File: config.mk
export PLATFORM = sky130hd
export DESIGN_NAME = rgb_to_hue_chroma_core_flat
export DESIGN_NICKNAME = d
export VERILOG_FILES = /design/src/hw/rtl/rhc_pkg.sv /design/src/hw/rtl/rhc_pixel_if.sv /design/src/hw/rtl/rhc_result_if.sv /design/src/hw/rtl/rhc_prep.sv /design/src/hw/rtl/rhc_div_cell.sv /design/src/hw/rtl/rhc_post.sv /design/src/hw/rtl/rgb_to_hue_chroma_core.sv /design/src/flat_wrapper.sv
export SDC_FILE = /design/constraint.sdc
export NUM_CORES = 1
export LEC_CHECK = 0
export BUFFER_PORTS_ARGS = -buffer_cell sky130_fd_sc_hd__buf_2
export CAP_MARGIN = 20
export CORE_ASPECT_RATIO = 1.1
export CORE_MARGIN = 2
export CORE_UTILIZATION = 40
export CTS_BUF_LIST = sky130_fd_sc_hd__clkbuf_4 sky130_fd_sc_hd__clkbuf_8
export DETAILED_ROUTE_END_ITERATION = 12
export PLACE_DENSITY = 0.62
export SLEW_MARGIN = 20
export SYNTH_ARGS = -nofsm -noshare
export SYNTH_HDL_FRONTEND = slang
export SYNTH_HIERARCHICAL = 1
export SYNTH_SLANG_ARGS = --single-unit
File: constraint.sdc
create_clock -name clk -period 12.6 [get_ports clk]
set_clock_uncertainty 0.2 [all_clocks]
set_input_delay 1.26 -clock clk [delete_from_list [all_inputs] [get_ports clk]]
set_output_delay 1.26 -clock clk [all_outputs]
set_load 0.05 [all_outputs]
File: src/hw/rtl/rhc_pkg.sv
// ----------------------------------------------------------------------------
// rhc_pkg: shared types and constants of the RGB to hue and chroma core
// Field widths, hue constants and the records that travel between stages.
// ----------------------------------------------------------------------------
package rhc_pkg;

	// Payload widths
	localparam int PIXEL_W  = 32;
	localparam int HUE_W    = 15;
	localparam int CHROMA_W = 13;
	localparam int CHAN_W   = 8;

	// Hue constants in 1/64 degree units
	localparam logic [HUE_W-1:0] HUE_FULL  = 15'd23040;
	localparam logic [HUE_W-1:0] HUE_SIXTH = 15'd3840;
	localparam logic [HUE_W-1:0] HUE_GREEN = 15'd7680;
	localparam logic [HUE_W-1:0] HUE_BLUE  = 15'd15360;

	// The quotient of 3840*num/den never exceeds 3840, so twelve bits suffice.
	// Each divider cell resolves one quotient bit.
	localparam int QUOT_W    = 12;
	localparam int NUM_CELLS = QUOT_W;

	// Values carried alongside the division
	typedef struct packed {
		logic [CHAN_W-1:0]   den;
		logic [HUE_W-1:0]    base;
		logic                neg;
		logic                grey;
		logic [CHROMA_W-1:0] chroma;
	} rhc_side_t;

	// State of one item while it passes the divider chain
	typedef struct packed {
		logic [CHAN_W-1:0] rem;
		logic [QUOT_W-1:0] low;
		logic [QUOT_W-1:0] quot;
		rhc_side_t         side;
	} rhc_div_t;

endpackage

File: src/hw/rtl/rhc_pixel_if.sv
// ----------------------------------------------------------------------------
// rhc_pixel_if: pixel channel
// Valid/ready channel carrying one ARGB pixel per item.
// ----------------------------------------------------------------------------
interface rhc_pixel_if;
	import rhc_pkg::*;

	logic               valid;
	logic               ready;
	logic [PIXEL_W-1:0] pixel;

	modport source (output valid, output pixel, input ready);
	modport sink (input valid, input pixel, output ready);

endinterface

File: src/hw/rtl/rhc_result_if.sv
// ----------------------------------------------------------------------------
// rhc_result_if: result channel
// Valid/ready channel carrying hue, chroma and turned hue per item.
// ----------------------------------------------------------------------------
interface rhc_result_if;
	import rhc_pkg::*;

	logic                valid;
	logic                ready;
	logic [HUE_W-1:0]    base_hue;
	logic [CHROMA_W-1:0] base_chroma;
	logic [HUE_W-1:0]    shifted_hue;

	modport source (output valid, output base_hue, output base_chroma, output shifted_hue,
		input ready);
	modport sink (input valid, input base_hue, input base_chroma, input shifted_hue,
		output ready);

endinterface

File: src/hw/rtl/rhc_prep.sv
// ----------------------------------------------------------------------------
// rhc_prep: front stage
// Finds max, min and delta, picks the hue sector, forms the dividend for the
// divider chain and works out the chroma.
// ----------------------------------------------------------------------------
module rhc_prep (
	input  logic                      clk,
	input  logic                      arst_n,
	input  logic                      up_valid,
	output logic                      up_ready,
	input  logic [rhc_pkg::PIXEL_W-1:0] up_pixel,
	output logic                      dn_valid,
	input  logic                      dn_ready,
	output rhc_pkg::rhc_div_t         dn_data
);
	import rhc_pkg::*;

	logic [CHAN_W-1:0]   r, g, b;
	logic [CHAN_W-1:0]   lo, d, num;
	logic [HUE_W-1:0]    base;
	logic                neg;
	logic [19:0]         dividend;
	logic [CHROMA_W-1:0] y;
	logic [CHROMA_W-1:0] y_adj;
	logic [CHROMA_W-1:0] chroma;
	logic                valid_s1;
	rhc_div_t            data_s1;
	rhc_div_t            data_d;

	assign r = up_pixel[23:16];
	assign g = up_pixel[15:8];
	assign b = up_pixel[7:0];

	// Sector choice: red wins ties, then green
	always_comb begin
		lo = (r < g) ? r : g;
		lo = (lo < b) ? lo : b;
		priority if (r >= g && r >= b) begin
			d    = r - lo;
			neg  = (g < b);
			num  = neg ? (b - g) : (g - b);
			base = neg ? HUE_FULL : '0;
		end else if (g >= b) begin
			d    = g - lo;
			neg  = (b < r);
			num  = neg ? (r - b) : (b - r);
			base = HUE_GREEN;
		end else begin
			d    = b - lo;
			neg  = (r < g);
			num  = neg ? (g - r) : (r - g);
			base = HUE_BLUE;
		end
	end

	// Dividend 3840*num, written as num*4096 - num*256
	assign dividend = {num, 12'd0} - {4'd0, num, 8'd0};

	// Chroma: 6400*d/255 = 25*d + floor(25*d/255), the last term by reciprocal
	assign y      = {1'b0, d, 4'd0} + {2'b0, d, 3'd0} + {5'd0, d};
	assign y_adj  = y + 13'd1 + {8'd0, y[12:8]};
	assign chroma = y + {8'd0, y_adj[12:8]};

	always_comb begin
		data_d.rem         = dividend[19:12];
		data_d.low         = dividend[11:0];
		data_d.quot        = '0;
		data_d.side.den    = d;
		data_d.side.base   = base;
		data_d.side.neg    = neg;
		data_d.side.grey   = (d == '0);
		data_d.side.chroma = chroma;
	end

	assign up_ready = !valid_s1 || dn_ready;

	// Stage handshake
	always_ff @(posedge clk or negedge arst_n) begin
		if (!arst_n) begin
			valid_s1 <= 1'b0;
		end else if (up_ready) begin
			valid_s1 <= up_valid;
		end
	end

	// Stage payload
	always_ff @(posedge clk) begin
		if (up_ready && up_valid) begin
			data_s1 <= data_d;
		end
	end

	assign dn_valid = valid_s1;
	assign dn_data  = data_s1;

endmodule

File: src/hw/rtl/rhc_div_cell.sv
// ----------------------------------------------------------------------------
// rhc_div_cell: one cell of the divider chain
// Brings down the next dividend bit, trial-subtracts the divisor and shifts
// one quotient bit in, then hands the item to the next cell.
// ----------------------------------------------------------------------------
module rhc_div_cell (
	input  logic              clk,
	input  logic              arst_n,
	input  logic              up_valid,
	output logic              up_ready,
	input  rhc_pkg::rhc_div_t up_data,
	output logic              dn_valid,
	input  logic              dn_ready,
	output rhc_pkg::rhc_div_t dn_data
);
	import rhc_pkg::*;

	logic [CHAN_W:0] trial;
	logic [CHAN_W:0] diff;
	logic            take;
	rhc_div_t        next;
	logic            valid_q;
	rhc_div_t        data_q;

	// One restoring division step; the remainder stays below the divisor
	always_comb begin
		trial     = {up_data.rem, up_data.low[QUOT_W-1]};
		diff      = trial - {1'b0, up_data.side.den};
		take      = (trial >= {1'b0, up_data.side.den});
		next      = up_data;
		next.rem  = take ? diff[CHAN_W-1:0] : trial[CHAN_W-1:0];
		next.low  = {up_data.low[QUOT_W-2:0], 1'b0};
		next.quot = {up_data.quot[QUOT_W-2:0], take};
	end

	assign up_ready = !valid_q || dn_ready;

	always_ff @(posedge clk or negedge arst_n) begin
		if (!arst_n) begin
			valid_q <= 1'b0;
		end else if (up_ready) begin
			valid_q <= up_valid;
		end
	end

	always_ff @(posedge clk) begin
		if (up_ready && up_valid) begin
			data_q <= next;
		end
	end

	assign dn_valid = valid_q;
	assign dn_data  = data_q;

endmodule

File: src/hw/rtl/rhc_post.sv
// ----------------------------------------------------------------------------
// rhc_post: result stage
// Turns quotient and remainder into floor or ceiling, places the hue in its
// sector, adds the 60 degree turn and holds the result for the sink.
// ----------------------------------------------------------------------------
module rhc_post (
	input  logic              clk,
	input  logic              arst_n,
	input  logic              up_valid,
	output logic              up_ready,
	input  rhc_pkg::rhc_div_t up_data,
	rhc_result_if.source      res
);
	import rhc_pkg::*;

	logic [HUE_W-1:0]    q_ext;
	logic [HUE_W-1:0]    q_ceil;
	logic [HUE_W-1:0]    hue;
	logic [HUE_W:0]      turned;
	logic [HUE_W-1:0]    shifted;
	logic                valid_q;
	logic [HUE_W-1:0]    hue_q;
	logic [CHROMA_W-1:0] chroma_q;
	logic [HUE_W-1:0]    shifted_q;

	// Negative offsets round away from the sector base, so they take the ceiling
	always_comb begin
		q_ext  = {{(HUE_W-QUOT_W){1'b0}}, up_data.quot};
		q_ceil = q_ext + {{(HUE_W-1){1'b0}}, (up_data.rem != '0)};
		if (up_data.side.grey) begin
			hue = '0;
		end else if (up_data.side.neg) begin
			hue = up_data.side.base - q_ceil;
		end else begin
			hue = up_data.side.base + q_ext;
		end
		turned  = {1'b0, hue} + {1'b0, HUE_SIXTH};
		shifted = (turned >= {1'b0, HUE_FULL}) ? (turned[HUE_W-1:0] - HUE_FULL)
		                                       : turned[HUE_W-1:0];
	end

	assign up_ready = !valid_q || res.ready;

	always_ff @(posedge clk or negedge arst_n) begin
		if (!arst_n) begin
			valid_q <= 1'b0;
		end else if (up_ready) begin
			valid_q <= up_valid;
		end
	end

	always_ff @(posedge clk) begin
		if (up_ready && up_valid) begin
			hue_q     <= hue;
			chroma_q  <= up_data.side.chroma;
			shifted_q <= shifted;
		end
	end

	assign res.valid       = valid_q;
	assign res.base_hue    = hue_q;
	assign res.base_chroma = chroma_q;
	assign res.shifted_hue = shifted_q;

endmodule

File: src/hw/rtl/rgb_to_hue_chroma_core.sv
// ----------------------------------------------------------------------------
// rgb_to_hue_chroma_core: RGB to hue and chroma converter
// Converts ARGB pixels to HSL hue, chroma and hue turned by 60 degrees.
// ----------------------------------------------------------------------------
//
//  Channel  Direction  Item contents
//  pix      in         pixel (ARGB, alpha ignored)
//  res      out        base_hue, base_chroma, shifted_hue
//
// One pixel is taken per cycle while res is not stalled. Each item passes
// fourteen registers: one front stage, twelve divider cells (one quotient bit
// each) and the output register. The front stage loads on the accepting edge.
// Reset clears only the valid flags of the stages. A stall on res holds the
// items in place; each stage accepts while it is empty or its successor
// moves, so bubbles close up under back-pressure.
//
module rgb_to_hue_chroma_core (
	input  logic         clk,
	input  logic         arst_n,
	rhc_pixel_if.sink    pix,
	rhc_result_if.source res
);
	import rhc_pkg::*;

	logic     chain_valid [0:NUM_CELLS];
	logic     chain_ready [0:NUM_CELLS];
	rhc_div_t chain_data  [0:NUM_CELLS];

	// Sector selection and chroma
	rhc_prep u_prep (
		.clk      (clk),
		.arst_n   (arst_n),
		.up_valid (pix.valid),
		.up_ready (pix.ready),
		.up_pixel (pix.pixel),
		.dn_valid (chain_valid[0]),
		.dn_ready (chain_ready[0]),
		.dn_data  (chain_data[0])
	);

	// Divider chain
	for (genvar i = 0; i < NUM_CELLS; i++) begin : g_cell
		rhc_div_cell u_cell (
			.clk      (clk),
			.arst_n   (arst_n),
			.up_valid (chain_valid[i]),
			.up_ready (chain_ready[i]),
			.up_data  (chain_data[i]),
			.dn_valid (chain_valid[i+1]),
			.dn_ready (chain_ready[i+1]),
			.dn_data  (chain_data[i+1])
		);
	end

	// Hue assembly and output register
	rhc_post u_post (
		.clk      (clk),
		.arst_n   (arst_n),
		.up_valid (chain_valid[NUM_CELLS]),
		.up_ready (chain_ready[NUM_CELLS]),
		.up_data  (chain_data[NUM_CELLS]),
		.res      (res)
	);

endmodule
File: src/flat_wrapper.sv
// flat-port wrapper written by rule: the top's interface ports become plain ports
module rgb_to_hue_chroma_core_flat import rhc_pkg::*;
  (clk, arst_n, pix_valid, pix_pixel, pix_ready, res_valid, res_base_hue, res_base_chroma, res_shifted_hue, res_ready);
  rhc_pixel_if pix_i ();
  rhc_result_if res_i ();
  input  logic clk;
  input  logic arst_n;
  input wire logic [$bits(pix_i.valid)-1:0] pix_valid;
  input wire logic [$bits(pix_i.pixel)-1:0] pix_pixel;
  output wire logic [$bits(pix_i.ready)-1:0] pix_ready;
  output wire logic [$bits(res_i.valid)-1:0] res_valid;
  output wire logic [$bits(res_i.base_hue)-1:0] res_base_hue;
  output wire logic [$bits(res_i.base_chroma)-1:0] res_base_chroma;
  output wire logic [$bits(res_i.shifted_hue)-1:0] res_shifted_hue;
  input wire logic [$bits(res_i.ready)-1:0] res_ready;
  assign pix_i.valid = pix_valid;
  assign pix_i.pixel = pix_pixel;
  assign pix_ready = pix_i.ready;
  assign res_valid = res_i.valid;
  assign res_base_hue = res_i.base_hue;
  assign res_base_chroma = res_i.base_chroma;
  assign res_shifted_hue = res_i.shifted_hue;
  assign res_i.ready = res_ready;
  rgb_to_hue_chroma_core u_core (.clk(clk), .arst_n(arst_n), .pix(pix_i), .res(res_i));
endmodule
## Yosys cells after proc, flatten, opt, wreduce, memory -nomap -nowiden

Cells that the tools add are included.
W data, S select, Z words.

- $add $sub $neg: 32
- $lt $le $gt $ge: 20
- Muxes and demuxes: 29
- Reductions and logical operators: 45

Operator list:

| kind | count |
|---|---|
| $mux W8 | 21 |
| $sub A8 B8 Y8 | 21 |
| $ge A9 B8 Y1 | 12 |
| $mux W15 | 5 |
| $lt A8 B8 Y1 | 4 |
| $add A13 B5 Y13 | 2 |
| $ge A8 B8 Y1 | 3 |
| $sub A20 B16 Y20 | 1 |
| $add A15 B12 Y16 const B | 1 |
| $ge A16 B15 Y1 const B | 1 |
| $add A15 B12 Y15 | 1 |
| $logic_and A1 B1 Y1 | 15 |
| $sub A15 B13 Y15 | 1 |
| $sub A15 B15 Y15 const B | 1 |
| $logic_not A1 Y1 | 14 |
| $logic_or A1 B1 Y1 | 14 |
| $mux W14 | 1 |
| $add A12 B1 Y13 | 1 |
| $add A12 B11 Y13 | 1 |
| $add A13 B1 Y13 const B | 1 |
| $add A13 B8 Y13 | 1 |
| $logic_not A8 Y1 | 1 |
| $reduce_bool A8 Y1 | 1 |
| $mux W1 | 2 |

- Register bits after elaboration: 803
- Input port bits: 36

## Logic depth before layout (Yosys ltp)

- Depth after elaboration: 16
- Gate-level depth with buffers: 52
- Depth with buffers taken out: 50

## By module

The synthesis kept the hierarchy.

Modules (own cells, without submodules):

| module | instances | cells each | area an instance (µm²) |
|---|---|---|---|
| rhc_div_cell (u_core.g_cell[0].u_cell ...) | 6 | 141 | 2666.3 |
| rhc_div_cell (u_core.g_cell[4].u_cell ...) | 5 | 144 | 2647.5 |
| rhc_prep | 1 | 591 | 5504.0 |
| rhc_post | 1 | 375 | 3535.9 |
| rhc_div_cell (u_core.g_cell[9].u_cell) | 1 | 143 | 2646.3 |

## Worst setup path after synthesis

OpenSTA, ideal clock, no wires.

- Path kind: input -> register
- Start point: input pix_pixel[16]
- End point: register u_core.u_prep.data_s1 (netlist bit u_core/u_prep/dn_data[12]), data pin
- Library setup time: 258 ps
- Arrival time: 9757 ps
- Data required time: 12142 ps
- Setup slack: 2386 ps
- Cell stages on the path: 51
- Path buffers: 2
- Path through: inv_1 ha_1 inv_1 fa_1 nand3_1 a21oi_2 nor2_4 buf_2 clkbuf_1 nand2_1 o21ai_0 ha_1 a21o_1 a21oi_1 o21ai_0 nand2_1 mux2i_1 ha_1 [15 not listed] xnor2_1 ha_1 a211oi_1 nor2_1 maj3_1 a21oi_1 nor2_1 xnor2_1 ha_1 fa_1 a21oi_1 nor2_1 nor2_1 nor2b_1 nor2_1 nor2_1 nand3_1 xnor2_1

- Word-level cells in the longest chain between the ends: 12
- Elaborated cells on any way between the ends: 17

RTL lines:

| element | line | RTL |
|---|---|---|
| start: declaration | flat_wrapper.sv:9 | `input wire logic [$bits(pix_i.pixel)-1:0] pix_pixel;` |
| $lt A8 B8 Y1 | rhc_prep.sv:36 | `lo = (r < g) ? r : g;` |
| $mux W8 | rhc_prep.sv:36 |  |
| $lt A8 B8 Y1 | rhc_prep.sv:37 | `lo = (lo < b) ? lo : b;` |
| $mux W8 | rhc_prep.sv:37 |  |
| $sub A8 B8 Y8, on equally long branches | rhc_prep.sv:49, rhc_prep.sv:44 |  |
| $mux W8 | rhc_prep.sv:43 | `end else if (g >= b) begin` |
| $mux W8 * | rhc_prep.sv:38 | `priority if (r >= g && r >= b) begin` |
| $add A12 B11 Y13 | rhc_prep.sv:60 | `assign y = {1'b0, d, 4'd0} + {2'b0, d, 3'd0} + {5'd0, d};` |
| $add A13 B8 Y13 * | rhc_prep.sv:60 |  |
| $add A13 B1 Y13 | rhc_prep.sv:61 | `assign y_adj = y + 13'd1 + {8'd0, y[12:8]};` |
| $add A13 B5 Y13 | rhc_prep.sv:61 |  |
| $add A13 B5 Y13 * | rhc_prep.sv:62 | `assign chroma = y + {8'd0, y_adj[12:8]};` |
| named net u_core.u_prep.chroma[12] | rhc_prep.sv:25 | `logic [CHROMA_W-1:0] chroma;` |
| end signal: assignment | rhc_prep.sv:89 | `data_s1 <= data_d;` |
| end: declaration | rhc_prep.sv:27 | `rhc_div_t data_s1;` |

The timed path passes the listed nets; every way through them passes the cells marked *.
A chain may end at the register's enable or synchronous reset.

## Final worst setup path

- Start point: input pix_pixel[16]
- End point: register u_core.u_prep.data_s1 (netlist bit u_core/u_prep/dn_data[7]), data pin

The elaborated chain is that of the path after synthesis.

==> impl_metrics.env <==
export IMPL_critPathMaxStageDelay_ns=0.55
export IMPL_grt_pass1_wl_mm=101
export IMPL_cp_arrival_ns=11.11
export IMPL_required_ns=12.82
export IMPL_rsz0062_at_grt="no"
export IMPL_cts_tree="done"
export IMPL_cellPowerDensity_nw_per_um2=286
export IMPL_routed_wl_mm=61.0
export IMPL_syn_area_um2=36500
export IMPL_critPathLaunchType="primary input"
export IMPL_grt_max_degree=59
export IMPL_ir_worst_vdd_mv=0.221
export IMPL_period_share_pct=86.4
export IMPL_syn_instance_count=2499
export IMPL_worstMarginPinSlew_ns=0.916
export IMPL_syn_area_per_cell_um2=14.6
export IMPL_critPathKind="in2reg"
export IMPL_maxCapViolations=0
export IMPL_rrSetupSlack_ns=6.39
export IMPL_gp_congestion=0.892
export IMPL_antenna_left=0
export IMPL_drt_iter0_markers=1017
export IMPL_drcViolationCount=0
export IMPL_maxSlewViolCount=0
export IMPL_fin_cells=3915
export IMPL_cts_hold_buf=0
export IMPL_drive_above_1_share_pct=15.8
export IMPL_die_area_um2=93700
export IMPL_cts_sinks=777
export IMPL_ioPinCount=81
export IMPL_min_path_type="reg2reg"
export IMPL_outcome="finished clean"
export IMPL_max_slew_margin_pct=39.0
export IMPL_crit_path_end_kind="flop"
export IMPL_grt_pass1_vias=20700
export IMPL_rr_worst_depth=23
export IMPL_clk_latency_ns=0.70
export IMPL_cts_max_level=3
export IMPL_dr_pass1_iters=7
export IMPL_grt_overflow=0
export IMPL_viasPerCell=4.99
export IMPL_hold_viol=0
export IMPL_crit_start="pix_pixel[16]"
export IMPL_holdPathStages=0
export IMPL_reg2reg_to="u_core/u_post/res.shifted_hue[12]$_DFFE_PP_"
export IMPL_dieWidth_um=292
export IMPL_cts_buffers=111
export IMPL_area_growth_pct=10.3
export IMPL_grt_antenna_before_repair=1
export IMPL_yosys_warnings=6
export IMPL_rows=116
export IMPL_vias=19500
export IMPL_rr_startpoint="u_core/g_cell[11].u_cell/dn_data[63]$_DFFE_PP_"
export IMPL_numPortBuffers=72
export IMPL_wl_per_cell_um=15.6
export IMPL_core_area_um2=90700
export IMPL_dpl_cell_count=3712
export IMPL_dp_hpwl_mm=44.1
export IMPL_crit_end="u_core/u_prep/dn_data[7]$_DFFE_PP_"
export IMPL_finalSetupViolCount=0
export IMPL_clock_path_buffers=3
export IMPL_fin_nets=2935
export IMPL_worst_path_max_delay_cell="nor2_4"
export IMPL_gr_usage_all_layers_pct=13.1
export IMPL_post_route_min_period_ns=10.88
export IMPL_die_y_um=321
export IMPL_post_cts_resized=0
export IMPL_fmax_mhz=91.9
export IMPL_root_buffer="clkbuf_8"
export IMPL_fillers=7974
export IMPL_cts_setup_buffers=0
export IMPL_clkTransAtPathRegs_ns=0.06
export IMPL_leakage_nw=15.5
export IMPL_worstPathMaxFanout=25
export IMPL_finalSetupTns_ns=0
export IMPL_start_util_pct=40.2
[layout by cell type (no fill, tap or decap), types with 16 or more instances in the layout]
cell and instances:
o21a_1 27, a211oi_1 22, edfxtp_1 763, mux2i_1 68, a21oi_2 16, a21oi_1 87
nand3_1 41, fa_1 27, o21ai_0 75, nor2_1 82, nand2_1 68, nor2b_1 25
a21o_1 56, inv_1 254, conb_1 17, buf_2 72, a31oi_1 21, xnor2_1 86
clkinv_1 27, nand2b_1 49, xor2_1 28, nor3b_1 17, nor3_1 55, clkbuf_8 116
mux2_4 37, mux2_2 32, clkinv_2 16, clkbuf_4 35, ha_1 227
[worst min path at each step]
stage	from	endpoint	slack, ns
floorplan	u_core/u_prep/dn_data[0]$_DFFE_PP_	u_core/g_cell[0].u_cell/dn_data[0]$_DFFE_PP_	0.20
global placement	u_core/g_cell[0].u_cell/dn_data[16]$_DFFE_PP_	u_core/g_cell[1].u_cell/dn_data[16]$_DFFE_PP_	0.20
detailed placement	u_core/u_prep/dn_data[1]$_DFFE_PP_	u_core/g_cell[0].u_cell/dn_data[1]$_DFFE_PP_	0.20
CTS	u_core/g_cell[5].u_cell/dn_data[57]$_DFFE_PP_	u_core/g_cell[6].u_cell/dn_data[58]$_DFFE_PP_	0.19
global route	u_core/g_cell[8].u_cell/dn_data[4]$_DFFE_PP_	u_core/g_cell[9].u_cell/dn_data[4]$_DFFE_PP_	0.20
finish	u_core/g_cell[8].u_cell/dn_data[4]$_DFFE_PP_	u_core/g_cell[9].u_cell/dn_data[4]$_DFFE_PP_	0.18
[worst max-delay path, delay by kind of cell]
kind / cells / cell delay (ns)
and+or+nand+nor: 8 / 1.56
adders and majority gates: 9 / 2.96
xor gates and xnor gates: 5 / 1.28
muxes: 1 / 0.30
buffers and inverters: 5 / 0.38
AOI/OAI and AO/OA: 18 / 3.34
[stage by stage]
step / setup slack, ns / power (W) / area, um2 / hold slack [ns] / utilization, %
3_5_place_dp: 1.03 / 0.00965 / 38000 / 0.205 / 41.9
6_report: 1.72 / 0.0115 / 40200 / 0.182 / 44.4
5_1_grt: 0.741 / 0.0124 / 40200 / 0.205 / 44.4
3_3_place_gp: 1.13 / 0.00950 / 38000 / 0.201 / 41.9
2_1_floorplan: 2.39 / 0.00858 / 36600 / 0.200 / -
4_1_cts: 1.79 / 0.0116 / 40200 / 0.191 / 44.4
[layer usage]
metal  routed length [um]  part of all wire (%)  GRT usage (%)
met1                24400                    40           14.5
met2                32500                    53           24.9
met3                 2210                   3.6           1.96
met4                 1930                   3.2           5.90
met5                    0                     0              0
[where the power goes]
part           switching [W]  internal [W]  leakage [nW]
logic                0.00314       0.00235          6.77
registers           0.000235       0.00387          7.60
clock network       0.000893       0.00102          1.18
[state kept, by name, indices dropped and copies added, names as in the netlist]
register / cells
u_core/u_prep/dn_valid: 1
u_core/g_cell.u_cell/dn_data: 688
u_core/u_post/res.valid: 1
u_core/u_post/res.shifted_hue: 7
u_core/u_post/res.base_hue: 15
u_core/u_prep/dn_data: 40
u_core/g_cell.u_cell/dn_valid: 12
u_core/u_post/res.base_chroma: 13
[layout make-up]
class                   count  area, um2  share of cell area (%)
flip-flops and latches    777      23300                    57.8
multi-input cells        1410      11800                    29.4
clock buffers             151       1860                    4.62
well taps                1180       1480                    3.67
inverters                 258        968                    2.41
repair buffers             87        473                    1.18
clock inverters            51        345                   0.858
diodes                      1       2.50                 0.00622
(Power assumes the default switching activity.)
